## config.mk

```make
export PLATFORM = sky130hd
export DESIGN_NAME = ilu_div
export DESIGN_NICKNAME = d
export VERILOG_FILES = /design/src/rtl/core/ilu_pkg.sv /design/src/rtl/core/ilu_div.sv
export SDC_FILE = /design/constraint.sdc
export NUM_CORES = 1
export LEC_CHECK = 0
export ABC_AREA = 1
export BUFFER_PORTS_ARGS = -buffer_cell sky130_fd_sc_hd__buf_2
export CAP_MARGIN = 10
export CORE_ASPECT_RATIO = 1.5
export CORE_MARGIN = 2
export CORE_UTILIZATION = 35
export CTS_CLUSTER_SIZE = 40
export DETAILED_ROUTE_END_ITERATION = 7
export PLACE_DENSITY_LB_ADDON = 0.08
export SLEW_MARGIN = 30
export SYNTH_ARGS = -nofsm -noshare
export SYNTH_HDL_FRONTEND = slang
export SYNTH_SLANG_ARGS = --single-unit
```

## constraint.sdc

```tcl
create_clock -name clk -period 28.3 [get_ports clk]
set_clock_uncertainty 0.05 [all_clocks]
set_input_delay 5.66 -clock clk [delete_from_list [all_inputs] [get_ports clk]]
set_output_delay 5.66 -clock clk [all_outputs]
set_load 0.05 [all_outputs]
```

## src/rtl/core/ilu_pkg.sv

```systemverilog
// ----------------------------------------------------------------------------
// ilu_pkg
// Shared types, codes and saturation helpers of the ILU(0) grid solver.
// ----------------------------------------------------------------------------
package ilu_pkg;

  localparam int GRID_X_DEF = 64;
  localparam int GRID_Y_DEF = 64;
  localparam int MAX_AW     = 20;
  localparam int CNT_W      = 7;
  localparam int CFG_IDX_W  = 2;

  localparam logic [2:0] CMD_LOAD = 3'd0;
  localparam logic [2:0] CMD_RES  = 3'd1;
  localparam logic [2:0] CMD_FACT = 3'd2;
  localparam logic [2:0] CMD_CORR = 3'd3;
  localparam logic [2:0] CMD_READ = 3'd4;

  localparam logic [1:0] STAT_OK    = 2'd0;
  localparam logic [1:0] STAT_RANGE = 2'd1;
  localparam logic [1:0] STAT_ZERO  = 2'd2;

  localparam logic [CFG_IDX_W-1:0] REG_COLS = CFG_IDX_W'(0);
  localparam logic [CFG_IDX_W-1:0] REG_ROWS = CFG_IDX_W'(1);

  typedef enum logic [4:0] {
    ST_IDLE, ST_READ, ST_FIN,
    ST_F_RD, ST_F_CAP, ST_F_CAP2, ST_F_DS1, ST_F_DW1, ST_F_DS2, ST_F_DW2, ST_F_WR,
    ST_C_RD, ST_C_CAP, ST_C_CAP2, ST_C_ACC, ST_C_DS, ST_C_DW,
    ST_B_RD, ST_B_CAP, ST_B_CAP2, ST_B_CAP3, ST_B_DS, ST_B_DW,
    ST_S_RD, ST_S_WR
  } seq_state_t;

  typedef struct packed {
    logic [MAX_AW-1:0] a_idx;
    logic [MAX_AW-1:0] a_e;
    logic [MAX_AW-1:0] a_n;
    logic [MAX_AW-1:0] a_piv;
    logic [MAX_AW-1:0] a_corr;
  } rd_t;

  typedef struct packed {
    logic [MAX_AW-1:0]  addr;
    logic               we_coef;
    logic               we_piv;
    logic               we_res;
    logic               we_sol;
    logic               we_corr;
    logic signed [31:0] cw;
    logic signed [31:0] cs;
    logic signed [31:0] cc;
    logic signed [31:0] cn;
    logic signed [31:0] ce;
    logic signed [31:0] data;
  } wr_t;

  typedef struct packed {
    logic signed [31:0] cw;
    logic signed [31:0] cs;
    logic signed [31:0] cc;
    logic signed [31:0] cn;
    logic signed [31:0] ce;
    logic signed [31:0] piv;
    logic signed [31:0] res;
    logic signed [31:0] sol;
    logic signed [31:0] corr;
  } rdata_t;

  function automatic logic signed [31:0] sat32(input logic signed [65:0] v);
    if (v > 66'sh0_7FFF_FFFF)
      return 32'sh7FFF_FFFF;
    else if (v < -66'sh0_8000_0000)
      return 32'sh8000_0000;
    else
      return v[31:0];
  endfunction

  function automatic logic signed [63:0] sat64(input logic signed [64:0] v);
    if (v[64] != v[63])
      return v[64] ? {1'b1, 63'd0} : {1'b0, {63{1'b1}}};
    else
      return v[63:0];
  endfunction

endpackage

```

## src/rtl/core/ilu_div.sv

```systemverilog
// ----------------------------------------------------------------------------
// ilu_div
// Bit-serial signed divide, Q32.32 by Q16.16, truncating and saturating.
// ----------------------------------------------------------------------------
module ilu_div import ilu_pkg::*; (
  input  logic               clk,
  input  logic               rst,
  input  logic               start,
  input  logic signed [63:0] num,
  input  logic signed [31:0] den,
  output logic               done,
  output logic signed [31:0] quo,
  output logic               zero
);

  localparam int STEPS = 64;
  localparam int SC_W  = $clog2(STEPS + 1);

  logic            run;
  logic            fin;
  logic [SC_W-1:0] cnt;
  logic [63:0]     nq;
  logic [31:0]     rem;
  logic [31:0]     dm;
  logic            neg;
  logic [32:0]     rem_sh;
  logic [32:0]     diff;
  logic            ge;

  assign rem_sh = {rem, nq[63]};
  assign diff   = rem_sh - {1'b0, dm};
  assign ge     = rem_sh >= {1'b0, dm};

  always_ff @(posedge clk) begin
    if (rst) begin
      run  <= 1'b0;
      fin  <= 1'b0;
      done <= 1'b0;
    end else begin
      done <= 1'b0;
      if (start) begin
        if (den == 32'sd0) begin
          done <= 1'b1;
          quo  <= 32'sd0;
          zero <= 1'b1;
        end else begin
          run <= 1'b1;
          cnt <= SC_W'(STEPS);
          nq  <= num[63] ? 64'(-num) : 64'(num);
          dm  <= den[31] ? 32'(-den) : 32'(den);
          neg <= num[63] ^ den[31];
          rem <= 32'd0;
        end
      end else if (run) begin
        rem <= ge ? diff[31:0] : rem_sh[31:0];
        nq  <= {nq[62:0], ge};
        cnt <= cnt - SC_W'(1);
        if (cnt == SC_W'(1)) begin
          run <= 1'b0;
          fin <= 1'b1;
        end
      end else if (fin) begin
        fin  <= 1'b0;
        done <= 1'b1;
        zero <= 1'b0;
        if (neg)
          quo <= (nq > 64'h8000_0000) ? 32'sh8000_0000 : 32'(-nq[31:0]);
        else
          quo <= (nq > 64'h7FFF_FFFF) ? 32'sh7FFF_FFFF : nq[31:0];
      end
    end
  end

endmodule

```

# Word level (Yosys, flattened, before mapping)
# Cells that the tools add are included.
# classes
shifts,0
add_sub_neg,5
n_div,0
mux,33
n_eq_ne,5
n_reduce_logical,7
magnitude_cmp,3
multipliers,0
n_bitwise,4
# ops
cell,count
$mux W32,11
$mux W64,4
$gt A64 B31 Y1 const B,1
$gt A64 B32 Y1 const B,1
$neg A32 Y32,2
$neg A64 Y64,1
$ge A33 B32 Y1,1
$logic_not A32 Y1,1
$sub A32 B32 Y32,1
$mux W31,1
$mux W7,3
$mux W1,14
$eq A7 B1 Y1 const B,1
$sub A7 B1 Y7 const B,1
$reduce_and A3 Y1,2
$ne A2 B1 Y1 const B,2
$ne A2 B2 Y1 const B,2
$reduce_and A4 Y1,1
$reduce_bool A2 Y1,2
$not A1 Y1,3
$reduce_and A2 Y1,1
$xor A1 B1 Y1,1
# totals
in_bits,99
mem_bits_ro,0
out_inout_bits,34
n_memories,0
ram_bits,0
latchBits,0
ff_bits,172
elab_cells,68

# Longest topological paths before layout
# depth
word_depth,6
mapped_depth,16
depth_no_buf,16

# Worst setup path after synthesis
# OpenSTA, ideal clock, no wires.
# synth_timing
path_type,input-to-reg
from,in den[0]
to,reg cnt[0] (enable)
t_arrival_ps,13767
setup_slack_ps,13769
required_time_ps,27536
setup_time_ps,714
path_buffers,0
cell_stages,8
path_cell_list,inv_1 ha_1 nand3_1 nor2_1 nand2_1 nor2_1 nand2_1 nor3b_1
# synth_via
elab_chain_len,3
# synth_rtl
item,line_no,source
"start, declared",ilu_div.sv:10,"input logic signed [31:0] den,"
$logic_not A32 Y1,ilu_div.sv:42,if (den == 32'sd0) begin
$ne A2 B2 Y1 (no source line),--,
$reduce_and A3 Y1 (no source line),--,
"end signal, assigned",ilu_div.sv:48,cnt <= SC_W'(STEPS);
"end signal, assigned",ilu_div.sv:57,cnt <= cnt - SC_W'(1);
"end, declared",ilu_div.sv:21,logic [SC_W-1:0] cnt;
# Every way passes these cells.
# A chain may end at the register's enable or synchronous reset.

# Worst setup path in the final report
# layout_timing
from,in den[31]
to,reg rem[31] (enable)
# layout_via
elab_chain_len,3
# layout_rtl
item,line_no,source
$logic_not A32 Y1,ilu_div.sv:42,
$ne A2 B2 Y1 (no source line),--,
$reduce_and A3 Y1 (no source line),--,
"end signal, assigned",ilu_div.sv:55,rem <= ge ? diff[31:0] : rem_sh[31:0];
"end, declared",ilu_div.sv:23,logic [31:0] rem;
# Every way passes these cells.

==> impl_metrics.yaml <==
route:
  drcViolationCount: 0
  vias_per_cell: 5.04
  ant_nets: 0
  firstDrtPassIters: 6
  drt_iter0_markers: 801
  num_vias: 13900
  totalWireLength_um: 50200
  wl_per_cell_um: 18.2
power:
  leakage_nw: 7.47
  clkPwrFrac_pct: 31.2
  seq_power_share_pct: 41.9
  power_frac_comb_pct: 26.9
  netSwitchingFraction_pct: 34.9
  p_switching_mw: 0.261
  power_density_mw_per_mm2: 46.9
  irDropWorstVdd_mv: 0.0434
  internal_power_mw: 0.488
timing:
  worst_pin_slew_ns: 0.905
  hold_viol: 0
  slew_headroom_pct: 39.1
  finalMaxSlewViolations: 0
  fin_setup_tns_ns: 0
  rsz0062_at_grt: "false"
  max_freq_mhz: 113
  setup_viol_count_final: 0
  period_needed_ns: 8.86
  post-route-period-util_pct: 31.3
global_route:
  antenna_found_initial: 0
  grt_overflow: 0
  grt_max_degree: 75
  grt_usage_pct: 23.7
  grt_pass1_wl_um: 76500
  first_global_vias: 13800
yosys:
  ys.flop_type: "edfxtp_1"
  synth.area.top_cells: "edfxtp_1 (35%), nand2_1 (17%), nor2_1 (8.2%), inv_1 (8.0%), nand3_1 (6.7%)"
  synth_edf_count: 169
  async_flop_share_pct: 0
  seq_area_frac_synth_pct: 35.9
  synth_nets: 2272
  synth_area_leader_cell: "edfxtp_1"
  yosysTopAreaCellShare_pct: 35.5
  netlist_instances: 2135
  ys_warn_count: 0
  syn_area_mm2: 0.0143
  syn_avg_cell_area_um2: 6.70
  synth.distinct_cells: 44
  synth-seq-cells: 172
floorplan:
  core-area_mm2: 0.0403
  die_y_um: 252
  num_io_pins: 133
  rows: 90
  fp.dieW_um: 169
  start_util_pct: 35.5
  die_area_mm2: 0.0425
cts:
  clockBufferDepth: 2
  cts_tree: "done"
  cts_setup_buffers: 0
  clk-insertion-delay-late_ns: 0.46
  holdBufCountCts: 0
  cts_resized: 0
  clk_pin_slew_ns: 0.07
  ctsRootBufferMaster: "clkbuf_16"
  numClockSinks: 172
  htree_levels: 4
  cts_made_buffers: 17
worst_hold_path:
  holdCritStartpoint: "fin"
  hold_class: "reg -> reg"
setup_path:
  critPathLaunchType: "input pin"
  crit_required_ns: 28.33
  crit_path_top_delay_cell: "buf_4"
  cpPeakStageDelay_ns: 0.74
  critPathLaunch: "den[31]"
  critPathBufInv: 3
  cp-end-kind: "register"
  crit_arrival_ns: 8.88
  critPathTopFamily: "buffers and inverters"
  crit_type: "in -> reg"
  crit_fanout: 58
  regToRegStartpoint: "rem[23]"
  crit_path_cell_trace: "buf_2, nor4_1, nand2_1, nor2_1, nand2_1, nor3b_2, buf_4, buf_4"
cells_and_area:
  syn2layout_area_growth_pct: 11.7
  nets: 2378
  layout-drive-gt1-share_pct: 10.7
  n_antenna_cell: 0
  fin_util_pct: 39.6
  nFillCells: 4415
run_status:
  status: "finished clean"
placement:
  io_buffers: 132
  gp_congestion: 0.943
  dpl.hpwl_um: 39900
flow_run:
  maxCapViolations: 0
registers in the layout, summed over array words and instances (netlist names):
name / flops
rem: 32
neg: 1
done: 1
cnt: 7
dm: 32
fin: 1
quo: 32
zero: 1
run: 1
nq: 64
layout by cell type, fill, tap and decap left out, types with 15 or more instances in the layout:
cell type / count
nand2_1: 649
nor2_1: 314
inv_1: 306
nand3_1: 191
edfxtp_1: 169
buf_2: 131
o21ai_0: 103
xor2_1: 76
a21oi_1: 56
ha_1: 37
nand4_1: 33
nand3b_1: 32
clkbuf_16: 17
nor2_2: 16
nand2_2: 15
metrics by stage:
stage,power (mW),area (um2),hold slack [ns],instances,setup WS (ns)
3_3_place_gp,0.522,15400,0.415,2727,18.98
3_5_place_dp,0.522,15400,0.416,2728,18.93
5_1_grt,0.790,16000,0.437,2760,19.20
4_1_cts,0.756,16000,0.426,2760,19.42
2_1_floorplan,0.458,14300,0.383,2135,13.77
6_report,0.750,16000,0.426,2760,19.44
synthesized netlist by cell type, types with 9 or more instances:
| library cell | instances |
|---|---|
| a21oi_1 | 57 |
| nand3b_1 | 32 |
| o21ai_0 | 104 |
| edfxtp_1 | 169 |
| nor2_1 | 314 |
| nor3_1 | 10 |
| nor2_2 | 16 |
| xnor2_1 | 11 |
| clkbuf_1 | 30 |
| nand4_1 | 33 |
| nand2_1 | 650 |
| ha_1 | 37 |
| inv_2 | 9 |
| nand2_2 | 14 |
| nand3_1 | 191 |
| inv_1 | 306 |
| xor2_1 | 76 |
cell type report:
type                            instances  area (um2)  area share, %
Timing Repair Buffer                  141         738           4.62
Inverter                              315        1180           7.42
Sequential cell                       172        5130           32.1
Multi-Input combinational cell       1594        7730           48.4
Clock buffer                           17         425           2.66
Tap cell                              506         633           3.96
Clock inverter                         15         135          0.846
path summary, 6_finish.rpt:
kind	endpoint	slack [ns]	cells past startpoint
hold / removal	fin	0.43	2
setup reg to reg	nq[0]	25.14	11
setup / recovery	rem[31]	19.44	8
hold reg to reg	fin	0.43	2
metal layers:
layer	part of all wire, %	up-vias	global-route usage [%]
met5	0	-	0
met4	4.1	0	10.2
met3	3.0	87	2.37
met2	56	328	46.9
met1	37	6492	24.9
li1	-	7009	-
kinds of logic (layout without fill, tap and decap cells):
family                   count (synthesis)  in the layout  synth area share [%]
XOR/XNOR                                87             87                  5.33
AO/OA/AOI/OAI                          175            175                  6.36
adder cells (fa/ha/maj)                 38             38                  3.38
flip-flops                             172            172                  35.9
AND/OR/NAND/NOR                       1294           1294                  38.8
buffers and inverters                  369            488                  10.3
worst register-to-register path, delay by kind of cell, from the launching register on:
family / cells / cell delay, ns
compound gates: 1 / 0.09
simple gates: 9 / 1.94
fa+ha+maj: 1 / 0.42
flops: 1 / 0.41
power groups by stage:
| stage | Clock [mW] | Sequential (mW) | Combinational, mW |
|---|---|---|---|
| detailed placement | 0 | 0.320 | 0.202 |
| floorplan | 0 | 0.317 | 0.141 |
| CTS | 0.238 | 0.314 | 0.203 |
| global route | 0.245 | 0.316 | 0.229 |
| global placement | 0 | 0.320 | 0.202 |
| finish | 0.234 | 0.314 | 0.202 |
(Power assumes the default switching activity.)
